## config.mk

```make
export PLATFORM = sky130hd
export DESIGN_NAME = two_level_local_branch_predictor
export DESIGN_NICKNAME = d
export VERILOG_FILES = /design/src/design/tllbp_pkg.sv /design/src/design/two_level_local_branch_predictor.sv /design/src/design/tllbp_ram.sv /design/src/design/tllbp_ctrl.sv /design/src/design/tllbp_out.sv
export SDC_FILE = /design/constraint.sdc
export NUM_CORES = 2
export LEC_CHECK = 0
export CAP_MARGIN = 10
export CORE_ASPECT_RATIO = 0.75
export CORE_MARGIN = 3
export CORE_UTILIZATION = 30
export CTS_CLUSTER_SIZE = 28
export DETAILED_ROUTE_END_ITERATION = 8
export DONT_BUFFER_PORTS = 1
export HOLD_SLACK_MARGIN = 0.03
export SETUP_SLACK_MARGIN = 0.1
export SYNTH_ARGS = -nofsm -noshare
export SYNTH_HDL_FRONTEND = slang
export SYNTH_HIERARCHICAL = 1
export SYNTH_SLANG_ARGS = --single-unit
```

## constraint.sdc

```tcl
create_clock -name i_clk -period 33.5 [get_ports i_clk]
set_clock_uncertainty 0.1 [all_clocks]
set_input_delay 6.7 -clock i_clk [delete_from_list [all_inputs] [get_ports i_clk]]
set_output_delay 6.7 -clock i_clk [all_outputs]
set_load 0.01 [all_outputs]
```

## src/design/tllbp_pkg.sv

```systemverilog
// shared types and constants of the two-level local branch predictor
`default_nettype none

package tllbp_pkg;

    // pc slicing: low bits pick the pattern table, next bits pick the history
    localparam int TABLE_BITS    = 3;
    localparam int HIDX_BITS     = 9;
    localparam int HIST_BITS_DEF = 6;

    // stream widths
    localparam int PC_W      = 32;
    localparam int S_TDATA_W = 40;
    localparam int M_TDATA_W = 8;

    // request kinds
    localparam logic REQ_PREDICT = 1'b0;
    localparam logic REQ_TRAIN   = 1'b1;

    // counter codes
    localparam logic [1:0] CTR_MIN     = 2'd0;
    localparam logic [1:0] CTR_WEAK_NT = 2'd1;
    localparam logic [1:0] CTR_WEAK_T  = 2'd2;
    localparam logic [1:0] CTR_MAX     = 2'd3;

    typedef enum logic [1:0] {
        S_CLEAR,
        S_IDLE,
        S_HIST,
        S_CTR
    } t_state;

    // prediction handed from the controller to the output stage
    typedef struct packed {
        logic valid;
        logic taken;
    } t_res;

endpackage

`default_nettype wire

```

## src/design/two_level_local_branch_predictor.sv

```systemverilog
// two-level local branch predictor: per-branch history selects a 2-bit counter
// one transaction at a time: accept, history read, counter read, then write-back or result
// a prediction passes S_HIST and S_CTR, then enters the output register once that is free
// a held prediction stalls the sequencer only when the next is ready and the held one is not taken
// after reset a clearing pass over 2^max(9, 3+HIST_BITS) addresses (512 by default)
// zeroes histories and sets counters to weak not taken; no request is taken meanwhile
`default_nettype none

module two_level_local_branch_predictor import tllbp_pkg::*; #(
    parameter int HIST_BITS = HIST_BITS_DEF
) (
    input  wire logic                 i_clk,
    input  wire logic                 i_rst_n,
    input  wire logic                 i_s_tvalid,
    output logic                      o_s_tready,
    input  wire logic [S_TDATA_W-1:0] i_s_tdata,  // pc[31:0], taken[32], zero pad
    input  wire logic                 i_s_tuser,  // req_type[0]
    output logic                      o_m_tvalid,
    input  wire logic                 i_m_tready,
    output logic      [M_TDATA_W-1:0] o_m_tdata   // predict_taken[0], zero pad
);

    localparam int CTR_AW = TABLE_BITS + HIST_BITS;

    logic                 hist_we, hist_re;
    logic [HIDX_BITS-1:0] hist_waddr, hist_raddr;
    logic [HIST_BITS-1:0] hist_wdata, hist_rdata;
    logic                 ctr_we, ctr_re;
    logic [CTR_AW-1:0]    ctr_waddr, ctr_raddr;
    logic [1:0]           ctr_wdata, ctr_rdata;
    t_res                 res;
    logic                 res_free;

    // local history table
    tllbp_ram #(
        .WIDTH (HIST_BITS),
        .DEPTH (2**HIDX_BITS)
    ) u_hist_ram (
        .i_clk   (i_clk),
        .i_we    (hist_we),
        .i_waddr (hist_waddr),
        .i_wdata (hist_wdata),
        .i_re    (hist_re),
        .i_raddr (hist_raddr),
        .o_rdata (hist_rdata)
    );

    // pattern counters of all tables
    tllbp_ram #(
        .WIDTH (2),
        .DEPTH (2**CTR_AW)
    ) u_ctr_ram (
        .i_clk   (i_clk),
        .i_we    (ctr_we),
        .i_waddr (ctr_waddr),
        .i_wdata (ctr_wdata),
        .i_re    (ctr_re),
        .i_raddr (ctr_raddr),
        .o_rdata (ctr_rdata)
    );

    // sequencer
    tllbp_ctrl #(
        .HIST_BITS (HIST_BITS)
    ) u_ctrl (
        .i_clk        (i_clk),
        .i_rst_n      (i_rst_n),
        .i_req_valid  (i_s_tvalid),
        .o_req_ready  (o_s_tready),
        .i_req_type   (i_s_tuser),
        .i_pc         (i_s_tdata[PC_W-1:0]),
        .i_dir        (i_s_tdata[PC_W]),
        .o_hist_we    (hist_we),
        .o_hist_waddr (hist_waddr),
        .o_hist_wdata (hist_wdata),
        .o_hist_re    (hist_re),
        .o_hist_raddr (hist_raddr),
        .i_hist_rdata (hist_rdata),
        .o_ctr_we     (ctr_we),
        .o_ctr_waddr  (ctr_waddr),
        .o_ctr_wdata  (ctr_wdata),
        .o_ctr_re     (ctr_re),
        .o_ctr_raddr  (ctr_raddr),
        .i_ctr_rdata  (ctr_rdata),
        .o_res        (res),
        .i_res_free   (res_free)
    );

    // result register
    tllbp_out u_out (
        .i_clk      (i_clk),
        .i_rst_n    (i_rst_n),
        .i_res      (res),
        .o_free     (res_free),
        .o_m_tvalid (o_m_tvalid),
        .i_m_tready (i_m_tready),
        .o_m_tdata  (o_m_tdata)
    );

endmodule

`default_nettype wire

```

## src/design/tllbp_ram.sv

```systemverilog
// generic single-write, single-read synchronous ram with registered read data
`default_nettype none

module tllbp_ram #(
    parameter int WIDTH = 8,
    parameter int DEPTH = 256
) (
    input  wire logic                     i_clk,
    input  wire logic                     i_we,
    input  wire logic [$clog2(DEPTH)-1:0] i_waddr,
    input  wire logic [WIDTH-1:0]         i_wdata,
    input  wire logic                     i_re,
    input  wire logic [$clog2(DEPTH)-1:0] i_raddr,
    output logic      [WIDTH-1:0]         o_rdata
);

    logic [WIDTH-1:0] r_mem [DEPTH];
    logic [WIDTH-1:0] r_rdata;

    // write port
    always_ff @(posedge i_clk) begin
        if (i_we) begin
            r_mem[i_waddr] <= i_wdata;
        end
    end

    // read port, data held while no read is issued
    always_ff @(posedge i_clk) begin
        if (i_re) begin
            r_rdata <= r_mem[i_raddr];
        end
    end

    assign o_rdata = r_rdata;

endmodule

`default_nettype wire

```

## src/design/tllbp_ctrl.sv

```systemverilog
// sequencer: clearing pass, history read, counter read, then write-back or result
`default_nettype none

module tllbp_ctrl import tllbp_pkg::*; #(
    parameter int HIST_BITS = HIST_BITS_DEF
) (
    input  wire logic                            i_clk,
    input  wire logic                            i_rst_n,
    // request side
    input  wire logic                            i_req_valid,
    output logic                                 o_req_ready,
    input  wire logic                            i_req_type,
    input  wire logic [PC_W-1:0]                 i_pc,
    input  wire logic                            i_dir,
    // history ram
    output logic                                 o_hist_we,
    output logic      [HIDX_BITS-1:0]            o_hist_waddr,
    output logic      [HIST_BITS-1:0]            o_hist_wdata,
    output logic                                 o_hist_re,
    output logic      [HIDX_BITS-1:0]            o_hist_raddr,
    input  wire logic [HIST_BITS-1:0]            i_hist_rdata,
    // counter ram
    output logic                                 o_ctr_we,
    output logic      [TABLE_BITS+HIST_BITS-1:0] o_ctr_waddr,
    output logic      [1:0]                      o_ctr_wdata,
    output logic                                 o_ctr_re,
    output logic      [TABLE_BITS+HIST_BITS-1:0] o_ctr_raddr,
    input  wire logic [1:0]                      i_ctr_rdata,
    // result side
    output t_res                                 o_res,
    input  wire logic                            i_res_free
);

    localparam int CTR_AW = TABLE_BITS + HIST_BITS;
    localparam int CLR_AW = (CTR_AW > HIDX_BITS) ? CTR_AW : HIDX_BITS;

    t_state                r_state, n_state;
    logic [CLR_AW-1:0]     r_clr_addr, n_clr_addr;
    logic                  r_req;
    logic [TABLE_BITS-1:0] r_tbl;
    logic [HIDX_BITS-1:0]  r_hidx;
    logic                  r_dir;
    logic [HIST_BITS-1:0]  r_hist;

    logic                  accept;
    logic [HIST_BITS:0]    hist_shift;
    logic [1:0]            ctr_next;

    assign accept = (r_state == S_IDLE) && i_req_valid;

    // control state
    always_ff @(posedge i_clk) begin
        if (!i_rst_n) begin
            r_state    <= S_CLEAR;
            r_clr_addr <= '0;
        end else begin
            r_state    <= n_state;
            r_clr_addr <= n_clr_addr;
        end
    end

    // request fields captured at accept, history captured after its read
    always_ff @(posedge i_clk) begin
        if (accept) begin
            r_req  <= i_req_type;
            r_tbl  <= i_pc[TABLE_BITS-1:0];
            r_hidx <= i_pc[TABLE_BITS+HIDX_BITS-1:TABLE_BITS];
            r_dir  <= i_dir;
        end
        if (r_state == S_HIST) begin
            r_hist <= i_hist_rdata;
        end
    end

    // new history and saturating counter
    assign hist_shift = {r_hist, r_dir};

    always_comb begin
        if (r_dir) begin
            ctr_next = (i_ctr_rdata == CTR_MAX) ? CTR_MAX : i_ctr_rdata + 2'd1;
        end else begin
            ctr_next = (i_ctr_rdata == CTR_MIN) ? CTR_MIN : i_ctr_rdata - 2'd1;
        end
    end

    // next state and ram controls
    always_comb begin
        n_state      = r_state;
        n_clr_addr   = r_clr_addr;
        o_req_ready  = 1'b0;
        o_hist_we    = 1'b0;
        o_hist_waddr = r_hidx;
        o_hist_wdata = hist_shift[HIST_BITS-1:0];
        o_hist_re    = 1'b0;
        o_hist_raddr = i_pc[TABLE_BITS+HIDX_BITS-1:TABLE_BITS];
        o_ctr_we     = 1'b0;
        o_ctr_waddr  = {r_tbl, r_hist};
        o_ctr_wdata  = ctr_next;
        o_ctr_re     = 1'b0;
        o_ctr_raddr  = {r_tbl, i_hist_rdata};
        o_res.valid  = 1'b0;
        o_res.taken  = (i_ctr_rdata >= CTR_WEAK_T);
        unique case (r_state)
            S_CLEAR: begin
                o_hist_we    = 1'b1;
                o_hist_waddr = r_clr_addr[HIDX_BITS-1:0];
                o_hist_wdata = '0;
                o_ctr_we     = 1'b1;
                o_ctr_waddr  = r_clr_addr[CTR_AW-1:0];
                o_ctr_wdata  = CTR_WEAK_NT;
                n_clr_addr   = r_clr_addr + 1'b1;
                if (r_clr_addr == {CLR_AW{1'b1}}) begin
                    n_state = S_IDLE;
                end
            end
            S_IDLE: begin
                o_req_ready = 1'b1;
                if (i_req_valid) begin
                    o_hist_re = 1'b1;
                    n_state   = S_HIST;
                end
            end
            S_HIST: begin
                o_ctr_re = 1'b1;
                n_state  = S_CTR;
            end
            S_CTR: begin
                if (r_req == REQ_TRAIN) begin
                    o_hist_we = 1'b1;
                    o_ctr_we  = 1'b1;
                    n_state   = S_IDLE;
                end else if (i_res_free) begin
                    o_res.valid = 1'b1;
                    n_state     = S_IDLE;
                end
            end
            default: begin
                n_state = S_CLEAR;
            end
        endcase
    end

endmodule

`default_nettype wire

```

## src/design/tllbp_out.sv

```systemverilog
// output register for predictions, takes a new one while the old is drained
`default_nettype none

module tllbp_out import tllbp_pkg::*; (
    input  wire logic                 i_clk,
    input  wire logic                 i_rst_n,
    input  wire t_res                 i_res,
    output logic                      o_free,
    output logic                      o_m_tvalid,
    input  wire logic                 i_m_tready,
    output logic      [M_TDATA_W-1:0] o_m_tdata
);

    logic r_valid;
    logic r_taken;

    assign o_free = !r_valid || i_m_tready;

    // valid flag
    always_ff @(posedge i_clk) begin
        if (!i_rst_n) begin
            r_valid <= 1'b0;
        end else if (i_res.valid) begin
            r_valid <= 1'b1;
        end else if (i_m_tready) begin
            r_valid <= 1'b0;
        end
    end

    // payload
    always_ff @(posedge i_clk) begin
        if (i_res.valid) begin
            r_taken <= i_res.taken;
        end
    end

    assign o_m_tvalid = r_valid;
    assign o_m_tdata  = {{(M_TDATA_W-1){1'b0}}, r_taken};

endmodule

`default_nettype wire

```

After elaboration in Yosys (flattened, before gate mapping):

Memories as Yosys holds them, arrays and structs flattened. A register that Yosys moved wholly into a read port is not among the register bits.
Index checks and enable logic that the tools add are counted.

* bits in registers: 33
* bits in writable memories: 4096
* bits of input ports: 45
* output and inout port bits: 10
* logic and storage cells: 55
* memories kept: 2

* add/subtract/negate cells: 3
* order comparisons: 1
* eq/ne operators: 8
* multiplexer cells: 25
* reduce and logical (&&, ||, !) cells: 7

Memories
* u_hist_ram.r_mem: depth 512, bits a word 6, rd ports 1, clocked after memory_dff 1, wr ports 1, RTL line tllbp_ram.sv:17 `logic [WIDTH-1:0] r_mem [DEPTH];`
* u_ctr_ram.r_mem: depth 512, bits a word 2, rd ports 1, clocked after memory_dff 1, wr ports 1, RTL line tllbp_ram.sv:17

Operator list (number)
* 2-to-1 mux 9 bit: 2
* 2-to-1 mux 2 bit: 8
* 2-to-1 mux 1 bit: 12
* adder 9 x 1 -> 9 bit, second input constant: 1
* equality test 9 bit, second input constant: 1
* one-hot mux 2 bit (4 select lines): 1
* equality test 2 bit, second input constant: 3
* 2-to-1 mux 6 bit: 1
* logical NOT 2 bit: 2
* inequality test 3 x 2 -> 1 bit, second input constant: 1
* AND reduction 3 bit: 1
* adder 2 x 1 -> 2 bit, second input constant: 1
* equality test 2 x 1 -> 1 bit, second input constant: 1
* >= comparator 2 bit, second input constant: 1
* inequality test 2 x 1 -> 1 bit, second input constant: 1
* inequality test 2 bit, second input constant: 1
* one-hot mux 1 bit (2 select lines): 1
* nonzero test 2 bit: 1
* subtractor 2 x 1 -> 2 bit, second input constant: 1
* logical AND 1 bit: 1
* logical NOT 1 bit: 1
* logical OR 1 bit: 1

Longest topological paths before layout:

* word-level depth: 6
* mapped depth: 14

By module:

The synthesis kept the hierarchy.

Modules (own cells, without submodules)
* tllbp_ram (u_hist_ram): instances 1, cells each 6231, area each 122517.5 um^2
* tllbp_ram (u_ctr_ram): instances 1, cells each 2608, area each 42334.4 um^2
* tllbp_ctrl: instances 1, cells each 156, area each 1565.3 um^2
* tllbp_out: instances 1, cells each 14, area each 142.6 um^2

Worst setup path after synthesis:

OpenSTA, ideal clock, no wires.

* kind: register -> register
* from: reg u_ctrl.r_state[0]
* to: mem u_ctr_ram.r_mem[0][1], data pin
* data arrival time: 14622 ps
* required time: 30455 ps
* slack: 15834 ps
* stages on the path, launching flop included: 6
* buffers on the path: 2
* cells stage by stage: dfxtp_1 inv_1 ha_1 buf_4 clkbuf_1 a21oi_1

* longest elaborated chain between the ends: 2

Ends and longest elaborated chain
* start: declaration: RTL line tllbp_ctrl.sv:37 `t_state r_state, n_state;`
* start signal: assignment: RTL line tllbp_ctrl.sv:57 `r_state <= n_state;`
* logical NOT 2 bit: RTL line tllbp_ctrl.sv:103 `unique case (r_state)`
* 2-to-1 mux 2 bit: RTL line tllbp_ctrl.sv:103
* via ctr_wdata[1]: RTL line two_level_local_branch_predictor.sv:30 `logic [1:0] ctr_wdata, ctr_rdata;`
* end: declaration: RTL line tllbp_ram.sv:17

The timed path passes the listed nets, and every way through them passes these cells.

==> impl_metrics.py <==
metrics = {
    "run_status": {
        "status": "complete, but fails checks",
        "violations": "max-capacitance violations, max-slew violations",
    },
    "layout": {
        "design_area_sq_um": 185900,
        "area_growth_pct": 11.59,
        "n_fill_cell": 51750,
        "drive_above_1_share_pct": 14.30,
        "nets": 8994,
    },
    "synthesis": {
        "syn_area_sq_um": 166600,
        "synth.avg_cell_area_sq_um": 18.49,
        "synth_flop_cell": "edfxtp_1",
        "synth_warnings": 6,
        "synth-async-reset-ratio_pct": 0,
        "ys_ff_latch": 4137,
        "synth_cell_types": 95,
        "synthCells": 9009,
        "synth_edf_count": 4125,
        "ys_seq_area_share_pct": 74.51,
    },
    "routing": {
        "drc_errors": 0,
        "viasPerCell": 5.256,
        "route.vias.total": 87555,
        "drt_wl_total_microns": 429800,
        "dr.pass1.iters": 6,
        "drtIter0Drc": 11386,
        "antenna_left": 0,
        "wl_per_cell_microns": 25.80,
    },
    "floorplan": {
        "core_area_sq_um": 551900,
        "pin_count": 55,
        "rows": 236,
        "fp.dieArea_sq_um": 564300,
        "dieHeight_microns": 651.3,
        "initial_core_util_pct": 30.18,
        "die_w_microns": 866.4,
    },
    "worst_hold_path": {
        "hp-class": "register to register",
    },
    "sta": {
        "rsz0062_at_grt": "no",
        "setup_viol": 0,
        "max_freq_ghz": 0.08480,
        "drv_slew": 2,
        "holdWs_ns": 0.4080,
        "finalHoldViolations": 0,
        "fin_crit_sh_pct": 35.20,
        "final.min_clock_period_ns": 11.79,
        "relSlewSlack_pct": -8.260,
        "worstMarginPinSlew_ns": 1.583,
        "tns_ns": 0,
    },
    "clock_network": {
        "clock_latency_ns": 0.99,
        "cts_buffers": 405,
        "ctsResizeCount": 0,
        "clock_path_buffers": 4,
        "cts-root-buf": "clkbuf_16",
        "cts_hold_buf": 0,
        "path_clk_slew_ns": 0.06,
        "cts_tree": "done",
        "post-cts-setup-buffers": 0,
        "h-tree-depth": 5,
        "clock-sinks": 4137,
    },
    "flow_run": {
        "max-cap-violations": 1,
    },
    "place": {
        "portBuffers": 0,
        "dp_hpwl_microns": 242600,
        "gp_congestion": 0.8553,
        "placed_area_sq_um": 172800,
    },
    "grt": {
        "grt_pass1_vias": 84844,
        "grt_max_degree": 1036,
        "overflow": 0,
        "antenna_found_initial": 27,
        "grt_util_met1_pct": 21.98,
        "met2_usage_pct": 21.03,
        "grt_use_met3_pct": 3.597,
        "grt_pass1_wl_microns": 613900,
        "grt_usage_pct": 14.56,
        "grt.busiest_layer": "met1",
    },
    "power_and_ir_drop": {
        "total_power_uw": 11600,
        "p_leak_uw": 0.05788,
        "vdd_drop_max_v": 0.0001155,
        "power_density_nw_per_um2": 62.41,
    },
    "setup_path": {
        "critPathMaxStageDelay_ns": 1.34,
        "critPathLaunchType": "input pin",
        "crit_arrival_ns": 12.38,
        "path_cells": "buf_16 > buf_16 > buf_16 > mux4_1 > a2111oi_0 > or4_1 > nor3_1 > nand4b_1 > a2111oi_2",
        "path_class": "input pin to register",
        "critPathMostFrequentCell": "buf_16",
        "required_ns": 34.09,
        "cpMaxStageDelayCell": "a2111oi_0",
        "critPathMaxFanout": 199,
        "end_kind": "register",
    },
}
-- kinds of logic (layout without fill, tap and decap cells) --
family / Yosys count / in the layout / share of synthesized area [%]
flip-flops: 4137 / 4137 / 74.51
multiplexers: 1446 / 1446 / 13.85
adder cells (fa/ha/maj): 7 / 7 / 0.05108
AO/OA/AOI/OAI: 969 / 969 / 4.180
XOR/XNOR: 4 / 4 / 0.02104
AND/OR/NAND/NOR: 1790 / 1790 / 4.624
other: 1 / 21 / 0.002251
buffers and inverters: 655 / 906 / 2.754
-- area by class of cell --
type,count,area [sq um],area share (%)
diodes,14,35.03,0.01885
multi-input cells,4223,38230,20.57
well taps,7378,9231,4.967
clock buffers,496,10580,5.694
inverters,26,105.1,0.05655
clock inverters,234,2176,1.171
flip-flops and latches,4137,124100,66.77
repair buffers,150,1404,0.7553
-- cell usage after synthesis (12+ instances only) --
library cell | n | area, sq um
and2_1 | 13 | 81.33
inv_1 | 21 | 78.83
o31ai_1 | 13 | 97.59
o22ai_1 | 181 | 1132
nor4_1 | 28 | 175.2
nand4_1 | 33 | 206.5
buf_6 | 77 | 867.1
nand2_1 | 212 | 795.8
o221ai_1 | 307 | 2689
and3_1 | 13 | 81.33
a2111oi_0 | 39 | 341.6
buf_4 | 63 | 473.0
nor2_1 | 1140 | 4279
o21ai_0 | 119 | 595.6
dfxtp_1 | 12 | 240.2
a21oi_1 | 151 | 755.7
o22a_1 | 13 | 113.9
nor2b_1 | 22 | 137.6
a22oi_1 | 13 | 97.59
mux2i_1 | 786 | 7868
mux2_2 | 14 | 157.7
nand3_1 | 60 | 300.3
edfxtp_1 | 4125 | 123900
buf_8 | 38 | 570.6
buf_1 | 49 | 183.9
a211o_1 | 17 | 148.9
nor3_1 | 165 | 825.8
or3_1 | 14 | 87.58
mux4_2 | 512 | 11530
nand2b_1 | 16 | 100.1
a31oi_1 | 15 | 93.84
buf_12 | 35 | 700.7
a211oi_1 | 21 | 157.7
clkbuf_1 | 247 | 927.1
buf_2 | 96 | 480.5
nor3b_1 | 13 | 97.59
mux4_1 | 132 | 3468
clkbuf_8 | 17 | 234.0
-- worst max-delay path: cells and delay by family --
family                 cells  cell delay [ns]
AO/OA/AOI/OAI              2             1.43
buffers and inverters      3             2.29
multiplexers               1             0.66
AND/OR/NAND/NOR            3             0.78
-- stage by stage --
step	util, %	worst slack [ns]	std cells
final	33.68	21.71	16658
after global routing	33.68	21.69	16650
after CTS	33.63	22.61	16635
after detailed placement	31.32	21.54	15905
after global placement	31.32	21.78	15904
after floorplan	-	15.83	9015
-- layout by cell type (no fill, tap or decap), drive strengths merged, types with 18 or more instances in the layout --
master | Yosys | final
nand4 | 34 | 34
nand3 | 62 | 62
clkbuf | 270 | 496
o21ai | 120 | 120
bufinv | 0 | 32
clkinv | 4 | 175
nor2 | 1140 | 1140
buf | 358 | 150
and3 | 18 | 18
a2111oi | 40 | 40
mux4 | 646 | 646
o221ai | 308 | 308
nand2 | 214 | 214
edfxtp | 4125 | 4125
a21oi | 151 | 151
nor4 | 31 | 31
mux2i | 786 | 786
nor2b | 22 | 22
clkinvlp | 0 | 18
a211oi | 21 | 21
nor3 | 165 | 165
o22ai | 188 | 188
inv | 22 | 35
-- state kept, by name (all words and copies together) (netlist names) --
signal	flops
u_ctrl/r_state	2
u_ctr_ram/r_mem	1024
u_ctr_ram/o_rdata	2
u_ctrl/r_clr_addr	9
u_ctrl/r_hist	6
u_ctrl/r_tbl	3
u_out/o_m_tvalid	1
u_ctrl/r_dir	1
u_out/r_taken	1
u_hist_ram/r_mem	3072
u_ctrl/r_req	1
u_hist_ram/o_rdata	6
u_ctrl/r_hidx	9
-- routing by layer --
metal  routed length [microns]  vias up
met4                      9740        8
li1                          -    36550
met5                        55        -
met3                     45780      625
met1                    189500    46166
met2                    184700     4206
-- final timing paths --
path                         start                     to  slack (ns)  cells after the start
max                   i_s_tdata[3]  u_hist_ram/o_rdata[4]       21.71                      9
min              u_ctrl/r_state[1]      u_ctrl/r_state[1]        0.41                      2
max reg2reg  u_hist_ram/o_rdata[0]   u_ctr_ram/o_rdata[1]       27.45                     10
min reg2reg      u_ctrl/r_state[1]      u_ctrl/r_state[1]        0.41                      2
-- power by group --
part	switching, uW	internal (uW)
Clock	1940	2490
Combinational	951	237
Sequential	11.0	5970
Note: power is estimated with default switching activity, not from simulation.
